==> src/rtl/core/madd_pkg.sv <==
// Types and constants of the moving average deviation detector.
package madd_pkg;

  localparam int WinLen    = 16;
  localparam int WinLog    = $clog2(WinLen);
  localparam int SmpW      = 16;
  localparam int SumW      = SmpW + WinLog;
  localparam int DevW      = SumW + 1;
  localparam int ThrW      = 15;
  localparam int HoldW     = 8;
  localparam int LimW      = ThrW + WinLog;
  localparam int CfgIdxW   = 1;
  localparam int CfgDataW  = 15;
  localparam int EvtW      = 2;
  localparam int OutTdataW = 8;

  localparam logic [ThrW-1:0]  ThrRst  = ThrW'(768);
  localparam logic [HoldW-1:0] HoldRst = HoldW'(30);

  typedef enum logic [CfgIdxW-1:0] {
    CfgThreshold = 1'b0,
    CfgHoldoff   = 1'b1
  } cfg_idx_e;

  typedef enum logic [EvtW-1:0] {
    EvtNone    = 2'd0,
    EvtBump    = 2'd1,
    EvtPothole = 2'd2
  } evt_e;

  // One slot of the sample line: occupancy flag and sample.
  typedef struct packed {
    logic                   vld;
    logic signed [SmpW-1:0] data;
  } cell_t;

endpackage

==> src/rtl/core/madd_cell.sv <==
// One slot of the sample delay line.
module madd_cell (
  input  logic            clk_i,
  input  logic            rst_ni,
  input  logic            en_i,
  input  madd_pkg::cell_t d_i,
  output madd_pkg::cell_t q_o
);

  madd_pkg::cell_t cell_d, cell_q;

  always_comb begin
    cell_d = cell_q;
    if (en_i) begin
      cell_d = d_i;
    end
  end

  // ring resets to zero, so slots are cleared too
  always_ff @(posedge clk_i or negedge rst_ni) begin
    if (!rst_ni) begin
      cell_q <= '0;
    end else begin
      cell_q <= cell_d;
    end
  end

  assign q_o = cell_q;

endmodule

==> src/rtl/core/madd_eval.sv <==
// Deviation, threshold compare, hold-off and output register.
module madd_eval (
  input  logic                                clk_i,
  input  logic                                rst_ni,
  input  logic                                in_vld_i,
  output logic                                in_rdy_o,
  input  logic signed [madd_pkg::SmpW-1:0]    in_smp_i,
  input  logic signed [madd_pkg::SumW-1:0]    in_sum_i,
  input  logic                                in_fill_i,
  input  logic        [madd_pkg::ThrW-1:0]    thr_i,
  input  logic        [madd_pkg::HoldW-1:0]   hold_len_i,
  output logic                                out_vld_o,
  input  logic                                out_rdy_i,
  output madd_pkg::evt_e                      out_evt_o
);

  localparam int DevW = madd_pkg::DevW;
  localparam int LimW = madd_pkg::LimW;
  localparam logic signed [DevW-1:0] WinMul = DevW'(madd_pkg::WinLen);

  logic                   p2_vld_d, p2_vld_q;
  logic signed [DevW-1:0] p2_dev_d, p2_dev_q;
  logic                   p2_fill_q;
  logic                   ovld_d, ovld_q;
  madd_pkg::evt_e         evt_d, evt_q;
  logic [madd_pkg::HoldW-1:0] hold_d, hold_q;

  logic                   out_rdy, p2_rdy, p2_adv;
  logic [LimW-1:0]        lim;
  logic signed [DevW-1:0] lim_s;
  logic                   hit_pos, hit_neg;

  assign out_rdy  = !ovld_q || out_rdy_i;
  assign p2_rdy   = !p2_vld_q || out_rdy;
  assign p2_adv   = p2_vld_q && out_rdy;
  assign in_rdy_o = p2_rdy;

  // N*sample - sum
  always_comb begin
    p2_dev_d = DevW'(in_smp_i) * WinMul - DevW'(in_sum_i);
    p2_vld_d = p2_vld_q;
    if (p2_rdy) begin
      p2_vld_d = in_vld_i;
    end
  end

  assign lim     = LimW'(thr_i) * LimW'(madd_pkg::WinLen);
  assign lim_s   = $signed(DevW'(lim));
  assign hit_pos = p2_dev_q > lim_s;
  assign hit_neg = p2_dev_q < -lim_s;

  always_comb begin
    hold_d = hold_q;
    evt_d  = evt_q;
    ovld_d = ovld_q;
    if (out_rdy) begin
      ovld_d = p2_vld_q;
    end
    if (p2_adv) begin
      evt_d = madd_pkg::EvtNone;
      if (!p2_fill_q) begin
        evt_d = madd_pkg::EvtNone;
      end else if (hold_q != '0) begin
        hold_d = hold_q - 1'b1;
      end else if (hit_pos) begin
        evt_d  = madd_pkg::EvtBump;
        hold_d = hold_len_i;
      end else if (hit_neg) begin
        evt_d  = madd_pkg::EvtPothole;
        hold_d = hold_len_i;
      end
    end
  end

  always_ff @(posedge clk_i or negedge rst_ni) begin
    if (!rst_ni) begin
      p2_vld_q <= 1'b0;
      ovld_q   <= 1'b0;
      hold_q   <= '0;
    end else begin
      p2_vld_q <= p2_vld_d;
      ovld_q   <= ovld_d;
      hold_q   <= hold_d;
    end
  end

  always_ff @(posedge clk_i) begin
    if (p2_rdy && in_vld_i) begin
      p2_dev_q  <= p2_dev_d;
      p2_fill_q <= in_fill_i;
    end
    evt_q <= evt_d;
  end

  assign out_vld_o = ovld_q;
  assign out_evt_o = evt_q;

endmodule

==> src/rtl/core/moving_average_deviation_detector_unit.sv <==
// Moving average deviation detector: sample line, running sum, front stage.
//
// Takes one signed Q8.8 acceleration sample per beat and returns one event
// code per sample (0 none, 1 bump, 2 pothole), in order. The last WinLen
// samples sit in a line of WinLen cells that all shift on each accepted
// beat; the cell at the far end holds the oldest sample, which leaves the
// running sum as the new one enters. Each cell carries an occupancy flag,
// and the window counts as filled once that flag reaches the last cell.
// Nothing is reported before that; the filling sample itself is judged.
// A sample is judged by comparing |WinLen*sample - sum| against
// WinLen*threshold (strictly greater), and a hit loads the hold-off
// counter, which then blanks that many samples.
// Rate: one beat per cycle while m_axis takes results. Stages, in order from
// input beat to output valid: sum update, deviation, compare/hold-off. Each stage
// has its own ready, so new beats enter while a result waits on m_axis.
// Reset clears every cell at once; no clearing pass is needed.
// Registers: index 0 deviation threshold (15 bits, reset 768 = 3.0),
// index 1 hold-off length (8 bits, reset 30). Write only while idle.
module moving_average_deviation_detector_unit (
  input  logic                               clk_i,
  input  logic                               rst_ni,
  // configuration write port
  input  logic                               cfg_we_i,
  input  logic [madd_pkg::CfgIdxW-1:0]       cfg_idx_i,
  input  logic [madd_pkg::CfgDataW-1:0]      cfg_wdata_i,
  // input stream
  input  logic                               s_axis_tvalid,
  output logic                               s_axis_tready,
  input  logic [madd_pkg::SmpW-1:0]          s_axis_tdata,  // [15:0] accel_sample
  // output stream
  output logic                               m_axis_tvalid,
  input  logic                               m_axis_tready,
  output logic [madd_pkg::OutTdataW-1:0]     m_axis_tdata   // [1:0] event_class, rest 0
);

  localparam int WinLen = madd_pkg::WinLen;
  localparam int SumW   = madd_pkg::SumW;
  localparam int SmpW   = madd_pkg::SmpW;

  // config registers
  logic [madd_pkg::ThrW-1:0]  thr_d, thr_q;
  logic [madd_pkg::HoldW-1:0] hold_len_d, hold_len_q;

  always_comb begin
    thr_d      = thr_q;
    hold_len_d = hold_len_q;
    if (cfg_we_i) begin
      case (cfg_idx_i)
        madd_pkg::CfgThreshold: thr_d      = cfg_wdata_i[madd_pkg::ThrW-1:0];
        madd_pkg::CfgHoldoff:   hold_len_d = cfg_wdata_i[madd_pkg::HoldW-1:0];
        default: ;
      endcase
    end
  end

  always_ff @(posedge clk_i or negedge rst_ni) begin
    if (!rst_ni) begin
      thr_q      <= madd_pkg::ThrRst;
      hold_len_q <= madd_pkg::HoldRst;
    end else begin
      thr_q      <= thr_d;
      hold_len_q <= hold_len_d;
    end
  end

  // front stage: sample, updated sum, filled flag
  logic                   p1_vld_d, p1_vld_q;
  logic signed [SmpW-1:0] p1_smp_q;
  logic signed [SumW-1:0] p1_sum_q;
  logic                   p1_fill_q;

  // handshake
  logic accept;
  logic p1_rdy;
  logic eval_rdy;

  assign p1_rdy        = !p1_vld_q || eval_rdy;
  assign s_axis_tready = p1_rdy;
  assign accept        = s_axis_tvalid && s_axis_tready;

  // sample line: chain[0] is the new sample, chain[WinLen] the oldest
  madd_pkg::cell_t chain [WinLen+1];

  assign chain[0] = '{vld: 1'b1, data: $signed(s_axis_tdata)};

  for (genvar k = 0; k < WinLen; k++) begin : g_cell
    madd_cell u_cell (
      .clk_i  (clk_i),
      .rst_ni (rst_ni),
      .en_i   (accept),
      .d_i    (chain[k]),
      .q_o    (chain[k+1])
    );
  end

  // running sum, exact at SumW bits
  logic signed [SumW-1:0] sum_d, sum_q;

  always_comb begin
    sum_d = sum_q;
    if (accept) begin
      sum_d = sum_q - SumW'(chain[WinLen].data) + SumW'(chain[0].data);
    end
  end

  always_ff @(posedge clk_i or negedge rst_ni) begin
    if (!rst_ni) begin
      sum_q <= '0;
    end else begin
      sum_q <= sum_d;
    end
  end

  always_comb begin
    p1_vld_d = p1_vld_q;
    if (p1_rdy) begin
      p1_vld_d = accept;
    end
  end

  always_ff @(posedge clk_i or negedge rst_ni) begin
    if (!rst_ni) begin
      p1_vld_q <= 1'b0;
    end else begin
      p1_vld_q <= p1_vld_d;
    end
  end

  // filled once the flag moves into the last cell on this beat
  always_ff @(posedge clk_i) begin
    if (accept) begin
      p1_smp_q  <= chain[0].data;
      p1_sum_q  <= sum_d;
      p1_fill_q <= chain[WinLen-1].vld;
    end
  end

  madd_pkg::evt_e evt;

  madd_eval u_eval (
    .clk_i      (clk_i),
    .rst_ni     (rst_ni),
    .in_vld_i   (p1_vld_q),
    .in_rdy_o   (eval_rdy),
    .in_smp_i   (p1_smp_q),
    .in_sum_i   (p1_sum_q),
    .in_fill_i  (p1_fill_q),
    .thr_i      (thr_q),
    .hold_len_i (hold_len_q),
    .out_vld_o  (m_axis_tvalid),
    .out_rdy_i  (m_axis_tready),
    .out_evt_o  (evt)
  );

  assign m_axis_tdata = madd_pkg::OutTdataW'(evt);

endmodule

==> config.mk <==
export PLATFORM = sky130hd
export DESIGN_NAME = moving_average_deviation_detector_unit
export DESIGN_NICKNAME = d
export VERILOG_FILES = /design/src/rtl/core/madd_pkg.sv /design/src/rtl/core/madd_cell.sv /design/src/rtl/core/madd_eval.sv /design/src/rtl/core/moving_average_deviation_detector_unit.sv
export SDC_FILE = /design/constraint.sdc
export NUM_CORES = 1
export LEC_CHECK = 0
export ABC_AREA = 1
export BUFFER_PORTS_ARGS = -buffer_cell sky130_fd_sc_hd__buf_2
export CAP_MARGIN = 20
export CORE_MARGIN = 2
export CORE_UTILIZATION = 30
export DETAILED_ROUTE_END_ITERATION = 6
export SLEW_MARGIN = 5
export SYNTH_ARGS = -nofsm -noshare
export SYNTH_HDL_FRONTEND = slang
export SYNTH_HIERARCHICAL = 1
export SYNTH_SLANG_ARGS = --single-unit
==> constraint.sdc <==
create_clock -name clk_i -period 4.6 [get_ports clk_i]
set_input_delay 0.46 -clock clk_i [delete_from_list [all_inputs] [get_ports clk_i]]
set_output_delay 0.46 -clock clk_i [all_outputs]
set_load 0.01 [all_outputs]
; ---- After elaboration in Yosys (flattened, before gate mapping)
; Cells that the tools add are included.
[word_totals]
in_bits = 37
regBits = 386
wordCells = 76
[op_classes]
bitwise = 2
n_reduce_logical = 16
addsub = 5
magnitude_cmp = 2
mux = 6
[ops]
columns = op, n
row1 = $mux 8, 3
row2 = $gt 21x20->1, 1
row3 = $lt 21x21->1, 1
row4 = $neg 19->21, 1
row5 = $sub 20x20->21, 1
row6 = $add 20x16->20, 1
row7 = $mux 20, 1
row8 = $sub 20x16->20, 1
row9 = $reduce_bool 8->1, 1
row10 = $sub 8x1->8 const B, 1
row11 = $reduce_and 2->1, 2
row12 = $logic_and 1x1->1, 3
row13 = $logic_not 1->1, 3
row14 = $logic_or 1x1->1, 3
row15 = $reduce_and 3->1, 1
row16 = $reduce_bool 3->1, 1
row17 = $reduce_or 3->1, 1
row18 = $mux 2, 1
row19 = $not 1->1, 2
row20 = $reduce_or 2->1, 1
row21 = $mux 1, 1

; ---- Logic depth before layout (Yosys ltp)
; Gate-level depths: netlist of run 1.
[depth]
ltp_word = 6
ltp_mapped = 25
mapped_depth_nobuf = 25

; ---- Hierarchy
; The synthesis of run 1 kept the hierarchy.
[by_module_without_submodules]
columns = mod, cells_each, instances, seq_area_each_um2, area_per_inst_um2
row1 = madd_cell, 72, 16, 425.4, 680.7
row2 = moving_average_deviation_detector_unit, 511, 1, 2219.6, 4650.7
row3 = madd_eval, 479, 1, 970.9, 3558.4

; ---- Worst setup path before layout of run 1
; No wires, ideal clock.
[synth_timing]
kind = register to register
start = reg thr_q[0] in the netlist's numbering
end = reg u_eval/hold_q[2] in the netlist's numbering
path_buffers = 0
path_stages_with_launch = 26
arrival_ns = 2.654
setup_time_ns = 0.117
t_required_ns = 4.483
setup_slack_ns = 1.829
period_less_slack_ns = 2.771
cell_sequence = dfrtp_1 inv_1 ha_1 nand3_2 nor2_1 nand2_1 nor2_2 inv_2 nor2_2 inv_2 nor2_4 nand3_2 xor2_1 ha_1 nand2_1 nand2_1 nand2_1 nand2_1 a21oi_1 nand3_1 nand2_1 nand2_2 nand3_4 nand2_4 nand2_1 nand2_1
[synth_between]
elab_chain_cells = 4
word_cells_on_any_way = 7
cone_classes = add/sub (1) / order compare (2) / mux (2) / reduce/logical (2)
[synth_rtl]
columns = item, line_no
row1 = from (decl), moving_average_deviation_detector_unit.sv:41  ; logic [madd_pkg::ThrW-1:0] thr_d, thr_q;
row2 = from (signal assigned), moving_average_deviation_detector_unit.sv:58  ; thr_q <= madd_pkg::ThrRst;
row3 = from (signal assigned), moving_average_deviation_detector_unit.sv:61  ; thr_q <= thr_d;
row4 = $neg 19->21, madd_eval.sv:50  ; assign hit_neg = p2_dev_q < -lim_s;
row5 = $lt 21x21->1, madd_eval.sv:50
row6 = $reduce_bool 3->1 (no source line), --
row7 = $reduce_and 3->1 (no source line), --
row8 = to (signal assigned), madd_eval.sv:83  ; hold_q <= hold_d;
row9 = to (decl), madd_eval.sv:26  ; logic [madd_pkg::HoldW-1:0] hold_d, hold_q;
; Several ways; a longest one is shown, not always the timed one.
; A chain may end at the register's enable or synchronous reset.

; ---- Worst setup path after layout of run 1
[layout_timing]
start = reg thr_q[0] in the netlist's numbering
end = reg u_eval/hold_q[7] in the netlist's numbering
; Same word-level chain as after synthesis.

==> results of run 1 <==
-- cell type report --
type,count,area [um^2],area share
Sequential cell,386,9970,0.471
Inverter,214,931,0.0439
Clock buffer,51,1130,0.0535
Clock inverter,23,273,0.0129
Multi-Input combinational cell,1481,7450,0.352
Tap cell,846,1060,0.0500
Timing Repair Buffer,50,363,0.0171
-- state kept, by name, summed over array words and instances (netlist names), 8 cells and up --
register and count:
hold_len_q 8, thr_q 15, sum_q 20, p1_sum_q 20
g_cell.u_cell/q_o 271, p1_smp_q 16, u_eval/hold_q 8, u_eval/p2_dev_q 21
-- what timing repair did --
action | 4_1_cts | 5_1_grt
endpoints found under the setup margin | 0 | 0
endpoints found under the hold margin | 90 | 0
resized for setup | 0 | 0
hold buffers | 1 | 0
-- metal layers --
metal,GRT usage,up-vias,wire (um),part of all wire
met1,0.159,6241,18000,0.46
met2,0.205,192,18300,0.47
met5,0,-,0,0
li1,-,6669,-,-
met4,0.0357,0,996,0.026
met3,0.0255,70,1570,0.040
-- worst register-to-register path, stage by stage, from the launching register on --
cell	delay, ns
dfrtp_1	0.41
inv_1	0.10
ha_1	0.20
nand3_2	0.10
nor2_1	0.11
nand2_1	0.09
nor2_2	0.12
inv_2	0.06
nor2_2	0.13
inv_2	0.06
nor2_4	0.10
nand3_2	0.10
xor2_1	0.16
ha_1	0.32
nand2_1	0.09
nand2_1	0.04
nand2_1	0.06
nand2_1	0.06
a21oi_1	0.17
nand3_1	0.10
nand2_1	0.08
nand2_2	0.10
nand3_4	0.14
nand2_4	0.11
nand2_1	0.09
nand2_1	0.05
-- how the worst max path moves through the flow --
stage          cells past startpoint                      endpoint                  from
3_5_place_dp                      25  u_eval/hold_q[1]$_DFFE_PN0P_  thr_q[0]$_DFFE_PN0P_
6_report                          25  u_eval/hold_q[7]$_DFFE_PN0P_  thr_q[0]$_DFFE_PN0P_
2_1_floorplan                     25  u_eval/hold_q[2]$_DFFE_PN0P_  thr_q[0]$_DFFE_PN0P_
4_1_cts                           25  u_eval/hold_q[6]$_DFFE_PN0P_  thr_q[0]$_DFFE_PN0P_
3_3_place_gp                      25  u_eval/hold_q[1]$_DFFE_PN0P_  thr_q[0]$_DFFE_PN0P_
5_1_grt                           24  u_eval/hold_q[2]$_DFFE_PN0P_  thr_q[0]$_DFFE_PN0P_
-- layout by cell type, fill, tap and decap left out, drive strengths merged --
cell type / count
a21boi: 1
nor3b: 1
clkinvlp: 2
xor2: 25
xnor2: 12
dfstp: 6
nor2: 60
inv: 215
dfrtp: 319
nor4: 3
nor3: 10
o22ai: 3
nand3b: 6
edfxtp: 61
fa: 19
clkinv: 16
mux2: 7
nand3: 58
o211ai: 1
nand2: 1083
clkbuf: 51
a31oi: 1
and2: 4
a21o: 2
a21oi: 44
buf: 49
conb: 7
o31ai: 1
o221ai: 2
or2: 2
dlygate4sd3: 1
ha: 73
o21bai: 3
nand4: 7
bufinv: 4
o21ai: 46
-- through the flow --
step                      total power, mW  hold WS (ns)  utilization
after floorplan                      9.47         0.164            -
after global placement               10.6         0.443        0.314
after detailed placement             10.8         0.438        0.314
after CTS                            14.3        0.0842        0.336
after global routing                 15.4        0.0955        0.336
final                                14.1         0.110        0.336
-- power by group --
| part | switching, mW | internal, mW |
|---|---|---|
| logic | 3.37 | 1.95 |
| registers | 0.676 | 4.71 |
| clock network | 1.42 | 2.00 |
==> flow_metrics.env, run 1 <==
export IMPL_syn_area_um2=19100
export IMPL_worstPathMaxFanout=9
export IMPL_grt_max_degree=118
export IMPL_synthCells=2138
export IMPL_critPathKind="flop to flop"
export IMPL_diodes=0
export IMPL_fin_area_um2=21200
export IMPL_hold_violations=0
export IMPL_cp_num_buf_inv=3
export IMPL_antenna_found_initial=0
export IMPL_cp_data_arrival_time_ns=3.70
export IMPL_slowest_stage="dfrtp_1"
export IMPL_dr_pass1_iters=5
export IMPL_place_port_buffers=40
export IMPL_syn_area_per_cell_um2=8.92
export IMPL_critPathTopFamily="simple AND/OR/NAND/NOR gates"
export IMPL_worst_slack_ns=1.36
export IMPL_fmax_mhz=309
export IMPL_fp_row_count=92
export IMPL_clock_latency_ns=0.59
export IMPL_finClkSkew_ns=0.0232
export IMPL_vias=13172
export IMPL_yosysWarnings=6
export IMPL_grt_usage=0.122
export IMPL_critPathMaxStageDelay_ns=0.41
export IMPL_filler_cell_count=6552
export IMPL_drv_cap=0
export IMPL_hp_class="input port to flop"
export IMPL_core_area_um2=63000
export IMPL_fin_cells=3051
export IMPL_grt_pass1_wl_mm=67.0
export IMPL_reg2reg_setup_slack_ns=1.36
export IMPL_fin_nets=2303
export IMPL_ir_worst_vdd_mv=0.257
export IMPL_critPathMostFrequentCell="nand2_1"
export IMPL_die_area_um2=65600
export IMPL_post_cts_buffers=0
export IMPL_gp_congestion=0.891
export IMPL_status="finished, final reports clean"
export IMPL_drc=0
export IMPL_cts_tree="yes"
export IMPL_slew_headroom=0.419
export IMPL_pwr_density_cell_nw_per_um2=666
export IMPL_drive_gt1_frac=0.127
export IMPL_hp_start="s_axis_tdata[1]"
export IMPL_drv_slew=0
export IMPL_routed_wl_mm=38.8
export IMPL_finalSetupViolCount=0
export IMPL_pre_cts_ws_ns=1.38
export IMPL_min_path_cells=1
export IMPL_startpoint_type="flop"
export IMPL_grt_overflow=0
export IMPL_setup_tns_ns=0
export IMPL_rr_worst_depth=25
export IMPL_rr_endpoint="u_eval/hold_q[7]$_DFFE_PN0P_"
export IMPL_routed_via_density=4.32
export IMPL_rsz0062_at_grt="no"
export IMPL_endpoint_kind="flop"
export IMPL_min_delay_worst_endpoint="p1_smp_q[1]$_DFFE_PP_"
export IMPL_leakage_nw=11.1
export IMPL_grt_pass1_vias=13689
export IMPL_worst_pin_slew_ns=0.871
export IMPL_cts_buffer_depth=3
export IMPL_drtAntennaViolNets=0
export IMPL_fp_dieW_um=256
export IMPL_hpwl_mm=27.4
export IMPL_wl_per_cell_um=12.7
export IMPL_worstPathRequired_ns=5.06
export IMPL_clockRootBuffer="clkbuf_16"
export IMPL_finalCritPeriodShare=0.704
export IMPL_cts_sinks=386
export IMPL_areaGrowthSynthToFinish_pct=11.1
export IMPL_cts_max_level=2
export IMPL_place_area_um2=19800
export IMPL_initial_utilization=0.303
export IMPL_clk_pin_slew_ns=0.06
export IMPL_boundaryPins=47
export IMPL_min_period_ns=3.24
export IMPL_numCtsBuffers=41
export IMPL_rr_startpoint="thr_q[0]$_DFFE_PN0P_"
export IMPL_dp_cells=2976
export IMPL_die_h_um=256
export IMPL_drtIter0Drc=692
Power figures use the tool's default switching activity.
==> run 2: changes to the inputs <==
==> constraint.sdc (replaced) <==
create_clock -name clk_i -period 2.6 [get_ports clk_i]
set_input_delay 0.26 -clock clk_i [delete_from_list [all_inputs] [get_ports clk_i]]
set_output_delay 0.26 -clock clk_i [all_outputs]
set_load 0.01 [all_outputs]
==> flow_metrics.env, run 2 (same netlist as run 1, synthesis figures left out) <==
export IMPL_status="finished, violations left"
export IMPL_violations="negative setup slack"
export IMPL_core_area_um2=63000
export IMPL_die_h_um=256
export IMPL_rr_startpoint="thr_q[1]$_DFFE_PN0P_"
export IMPL_grt_pass1_wl_mm=69.0
export IMPL_slew_headroom=0.467
export IMPL_grt_usage=0.125
export IMPL_finalSetupViolCount=9
export IMPL_boundaryPins=47
export IMPL_drtAntennaViolNets=0
export IMPL_layout_commonest_cell="nand2_1"
export IMPL_critPathMostFrequentCell="nand2_1"
export IMPL_finClkSkew_ns=0.0243
export IMPL_endpoint_kind="flop"
export IMPL_routed_via_density=4.31
export IMPL_ir_worst_vdd_mv=0.458
export IMPL_areaGrowthSynthToFinish_pct=16.5
export IMPL_fmax_mhz=336
export IMPL_setup_tns_ns=-3.23
export IMPL_pwr_density_cell_nw_per_um2=1190
export IMPL_clockRootBuffer="clkbuf_16"
export IMPL_place_area_um2=20200
export IMPL_place_port_buffers=40
export IMPL_initial_utilization=0.303
export IMPL_drv_cap=0
export IMPL_cp_num_buf_inv=3
export IMPL_fin_nets=2387
export IMPL_cts_sinks=386
export IMPL_worst_pin_slew_ns=0.798
export IMPL_pre_cts_ws_ns=-0.454
export IMPL_drv_slew=0
export IMPL_critPathTopFamily="simple AND/OR/NAND/NOR gates"
export IMPL_min_period_ns=2.97
export IMPL_critPathMaxStageDelay_ns=0.40
export IMPL_clk_pin_slew_ns=0.06
export IMPL_fin_area_um2=22200
export IMPL_grt_pass1_vias=14136
export IMPL_mostFrequentLayoutCells="nand2_1, dfrtp_1, inv_1"
export IMPL_vias=13510
export IMPL_fin_cells=3137
export IMPL_cts_max_level=2
export IMPL_worst_slack_ns=-0.374
export IMPL_worstPathMaxFanout=8
export IMPL_fin_util=0.353
export IMPL_filler_cell_count=6427
export IMPL_hold_violations=0
export IMPL_hold_worst_slack_ns=0.0314
export IMPL_slowest_stage="dfrtp_1"
export IMPL_fp_dieW_um=256
export IMPL_die_area_um2=65600
export IMPL_worstPathRequired_ns=3.02
export IMPL_cts_buffer_depth=3
export IMPL_power_mw=26.4
export IMPL_dr_pass1_iters=4
export IMPL_critPathKind="flop to flop"
export IMPL_cts_tree="yes"
export IMPL_drive_gt1_frac=0.169
export IMPL_drtIter0Drc=814
export IMPL_finalCritPeriodShare=1.14
export IMPL_hp_class="input port to flop"
export IMPL_wl_per_cell_um=12.9
export IMPL_fp_row_count=92
export IMPL_dp_cells=3034
export IMPL_routed_wl_mm=40.5
export IMPL_drc=0
export IMPL_largest_reg_flops=271
export IMPL_grt_overflow=0
export IMPL_numCtsBuffers=41
export IMPL_clock_latency_ns=0.56
export IMPL_startpoint_type="flop"
export IMPL_grt_max_degree=73
export IMPL_cp_data_arrival_time_ns=3.40
export IMPL_gp_congestion=0.903
export IMPL_rsz0062_at_grt="yes"
export IMPL_hpwl_mm=28.9
export IMPL_crit_start="thr_q[1]$_DFFE_PN0P_"
export IMPL_antenna_found_initial=0
export IMPL_leakage_nw=11.5
export IMPL_hp_start="cfg_wdata_i[6]"
[run 2: cell types whose count changed in the layout (fill, tap and decap cells not counted), moves of 4 or more]
| cell | change |
|---|---|
| clkinv_2 | -6 |
| a21oi_2 | +4 |
| buf_4 | +65 |
| dlygate4sd3_1 | +16 |
| a21oi_1 | -4 |
| clkbuf_1 | +4 |
| nor2_2 | +4 |
| ha_4 | +14 |
| ha_1 | -18 |
| nor2_1 | -5 |
| ha_2 | +4 |
| nand2_1 | -4 |
[run 2: tightest hold or removal path, delay by kind of cell]
kind | cells | cell delay [ns]
buf+inv | 2 | 0.17
compound gates | 1 | 0.09
[run 2: final cells by class]
class	instances	area (um^2)	area share
inverter	214	931	0.0419
clock buffer	54	1150	0.0516
timing repair buffer	133	1050	0.0473
tap	846	1060	0.0477
clock inverter	21	308	0.0139
antenna	1	2.50	0.000113
multi-input combinational	1482	7730	0.348
sequential	386	9970	0.449
[run 2: power breakdown]
part | internal [mW] | total, mW | switching, mW
clock | 3.75 | 6.22 | 2.47
combinational | 4.26 | 10.7 | 6.40
sequential | 8.34 | 9.54 | 1.20
[run 2: worst paths after layout]
| path | end | slack (ns) | cells after the start |
|---|---|---|---|
| worst max-delay path | u_eval/hold_q[3]$_DFFE_PN0P_ | -0.37 | 25 |
| worst min-delay path | thr_q[6]$_DFFE_PN0P_ | 0.03 | 3 |
| worst max register to register | u_eval/hold_q[3]$_DFFE_PN0P_ | -0.37 | 25 |
| worst min register to register | u_eval/p2_fill_q$_DFFE_PP_ | 0.45 | 0 |
| max in group asynchronous | g_cell[15].u_cell/q_o[14]$_DFFE_PN0P_ | 1.45 | 3 |
| min in group asynchronous | sum_q[2]$_DFF_PN0_ | 0.31 | 2 |
[run 2: per-layer routing]
| layer | track usage | part of all wire | wire, um |
|---|---|---|---|
| met5 | 0 | 0 | 0 |
| met1 | 0.164 | 0.46 | 18800 |
| met4 | 0.0344 | 0.025 | 1030 |
| met2 | 0.214 | 0.48 | 19400 |
| met3 | 0.0200 | 0.031 | 1250 |
[run 2: timing repair]
action / CTS / global route
hold endpoints to repair: 83 / 0
buffers inserted: 3 / 6
hold buffers: 17 / 0
endpoints found under the setup margin: 10 / 29
gates cloned: 1 / 0
gates resized for setup: 8 / 39
pin swaps: 5 / 8
==> run 3: changes to the inputs <==
==> constraint.sdc (replaced) <==
create_clock -name clk_i -period 2.9 [get_ports clk_i]
set_input_delay 0.29 -clock clk_i [delete_from_list [all_inputs] [get_ports clk_i]]
set_output_delay 0.29 -clock clk_i [all_outputs]
set_load 0.01 [all_outputs]
==> flow_metrics.env, run 3 (same netlist as run 1, synthesis figures left out) <==
export IMPL_areaGrowthSynthToFinish_pct=14.4
export IMPL_hp_class="input port to flop"
export IMPL_crit_chain="inv_2 -> ha_4 -> nand3_4 -> nor2_4 -> nand2_2 -> nor2_4 -> inv_2 -> nor2_4 -> inv_2 -> nor2_4 -> nand3_2 -> xor2_1 -> ha_1 -> buf_4 -> nand4_1 -> nor2_2 -> nand3b_1 -> nand3_1 -> nand2_2 -> nand2_4 -> nand3_4 -> nand2_4 -> nand2_1 -> nand2_1"
export IMPL_clock_latency_ns=0.58
export IMPL_die_h_um=256
export IMPL_grt_pass1_wl_mm=70.1
export IMPL_worst_pin_slew_ns=0.815
export IMPL_worst_slack_ns=-0.128
export IMPL_hold_violations=0
export IMPL_critPathKind="flop to flop"
export IMPL_finalCritPeriodShare=1.04
export IMPL_slew_headroom=0.456
export IMPL_cts_buffer_depth=3
export IMPL_leakage_nw=11.4
export IMPL_fin_util=0.346
export IMPL_endpoint_kind="flop"
export IMPL_hold_worst_slack_ns=0.0391
export IMPL_drc=0
export IMPL_cts_max_level=2
export IMPL_cts_tree="yes"
export IMPL_min_period_ns=3.03
export IMPL_mostFrequentLayoutCells="nand2_1, dfrtp_1, inv_1"
export IMPL_grt_pass1_vias=14210
export IMPL_hpwl_mm=28.5
export IMPL_ir_worst_vdd_mv=0.477
export IMPL_fp_dieW_um=256
export IMPL_vias=13455
export IMPL_filler_cell_count=6513
export IMPL_path_depth=24
export IMPL_grt_max_degree=75
export IMPL_die_area_um2=65600
export IMPL_drtAntennaViolNets=0
export IMPL_critPathTopFamily="simple AND/OR/NAND/NOR gates"
export IMPL_grt_usage=0.128
export IMPL_cp_data_arrival_time_ns=3.53
export IMPL_layout_commonest_cell="nand2_1"
export IMPL_critPathMostFrequentCell="nor2_4"
export IMPL_clk_pin_slew_ns=0.06
export IMPL_rsz0062_at_grt="yes"
export IMPL_worstPathRequired_ns=3.40
export IMPL_core_area_um2=63000
export IMPL_wl_met2_mm=19.5
export IMPL_clockRootBuffer="clkbuf_16"
export IMPL_finalSetupViolCount=9
export IMPL_min_path_cells=1
export IMPL_fp_row_count=92
export IMPL_cp_num_buf_inv=4
export IMPL_status="finished, violations left"
export IMPL_startpoint_type="flop"
export IMPL_dr_pass1_iters=5
export IMPL_drtIter0Drc=844
export IMPL_drv_slew=0
export IMPL_dp_cells=3002
export IMPL_wl_met3_mm=1.35
export IMPL_antenna_found_initial=0
export IMPL_seqCellArea_um2=9970
export IMPL_fin_cells=3123
export IMPL_cts_sinks=386
export IMPL_routed_via_density=4.31
export IMPL_wl_per_cell_um=13.0
export IMPL_fin_nets=2372
export IMPL_worstPathMaxFanout=8
export IMPL_fmax_mhz=330
export IMPL_drive_gt1_frac=0.144
export IMPL_gp_congestion=0.822
export IMPL_multi_input_area_um2=7530
export IMPL_rr_worst_depth=24
export IMPL_slowest_stage="dfrtp_1"
export IMPL_initial_utilization=0.303
export IMPL_finClkSkew_ns=0.0179
export IMPL_top_layer="met4"
export IMPL_boundaryPins=47
export IMPL_pwr_density_cell_nw_per_um2=1030
export IMPL_wl_met1_mm=18.8
export IMPL_numCtsBuffers=41
export IMPL_routed_wl_mm=40.5
export IMPL_critPathMaxStageDelay_ns=0.39
export IMPL_place_port_buffers=40
export IMPL_grt_overflow=0
export IMPL_drv_cap=0
export IMPL_largest_reg_flops=271
export IMPL_violations="negative setup slack"
-- run 3: cell types whose count changed in the layout (fill, tap and decap cells not counted), sizes merged --
cell,before,now
buf,116,91
bufinv,6,2
clkbuf,54,61
clkinv,9,10
clkinvlp,3,1
dlygate4sd3,17,27
inv,217,216
-- run 3: layout make-up --
type                    instances  share of cell area
multi-input cells            1482               0.345
flip-flops and latches        386               0.457
clock buffers                  61              0.0542
inverters                     214              0.0427
diodes                          1            0.000115
repair buffers                118              0.0436
clock inverters                15             0.00855
well taps                     846              0.0485
-- run 3: worst register-to-register path, delay by kind of cell (launching register included) --
| kind | cells | cell delay (ns) |
|---|---|---|
| AND/OR/NAND/NOR | 17 | 1.65 |
| adder cells (fa/ha/maj) | 2 | 0.47 |
| flip-flops | 1 | 0.39 |
| buffers and inverters | 4 | 0.31 |
| XOR/XNOR | 1 | 0.15 |
-- run 3: worst paths after layout --
path                                       from                                     to  slack [ns]
min                             s_axis_tdata[7]                  p1_smp_q[7]$_DFFE_PP_        0.04
min reg2reg                 p1_fill_q$_DFFE_PP_             u_eval/p2_fill_q$_DFFE_PP_        0.43
max reg2reg                thr_q[0]$_DFFE_PN0P_           u_eval/hold_q[0]$_DFFE_PN0P_       -0.13
max in group asynchronous                rst_ni   g_cell[0].u_cell/q_o[15]$_DFFE_PN0P_        1.77
max                        thr_q[0]$_DFFE_PN0P_           u_eval/hold_q[0]$_DFFE_PN0P_       -0.13
min in group asynchronous                rst_ni  g_cell[13].u_cell/q_o[16]$_DFFE_PN0P_        0.31
-- run 3: power by group --
| part | switching [mW] | leakage [nW] | internal, mW | total, mW |
|---|---|---|---|---|
| sequential | 1.08 | 4.82 | 7.47 | 8.56 |
| clock | 2.23 | 0.669 | 3.04 | 5.28 |
| combinational | 5.39 | 5.91 | 3.22 | 8.60 |
| total | 8.70 | 11.4 | 13.7 | 22.4 |
-- run 3: per-layer routing --
| layer | GRT usage | vias to the layer above |
|---|---|---|
| met4 | 0.0362 | 0 |
| met3 | 0.0196 | 62 |
| met5 | 0 | - |
| met1 | 0.166 | 6396 |
| met2 | 0.220 | 189 |
| li1 | - | 6808 |
-- run 3: through the flow --
step	setup slack, ns	TNS (ns)	instance area (um^2)	total power [mW]
after detailed placement	-0.305	-2.46	20000	17.2
final	-0.128	-1.05	21800	22.4
after global routing	-0.387	-3.25	21800	24.6
after floorplan	0.129	0	19100	15.0
after CTS	-0.248	-1.97	21700	22.7
after global placement	-0.269	-2.17	20000	17.0
-- run 3: repair_timing --
item / 4_1_cts / 5_1_grt
gates cloned: 1 / 0
setup buffers: 12 / 4
resized for setup: 8 / 9
hold buffers: 27 / 0
pin swaps: 12 / 10
setup endpoints to repair: 9 / 9
endpoints found under the hold margin: 95 / 0
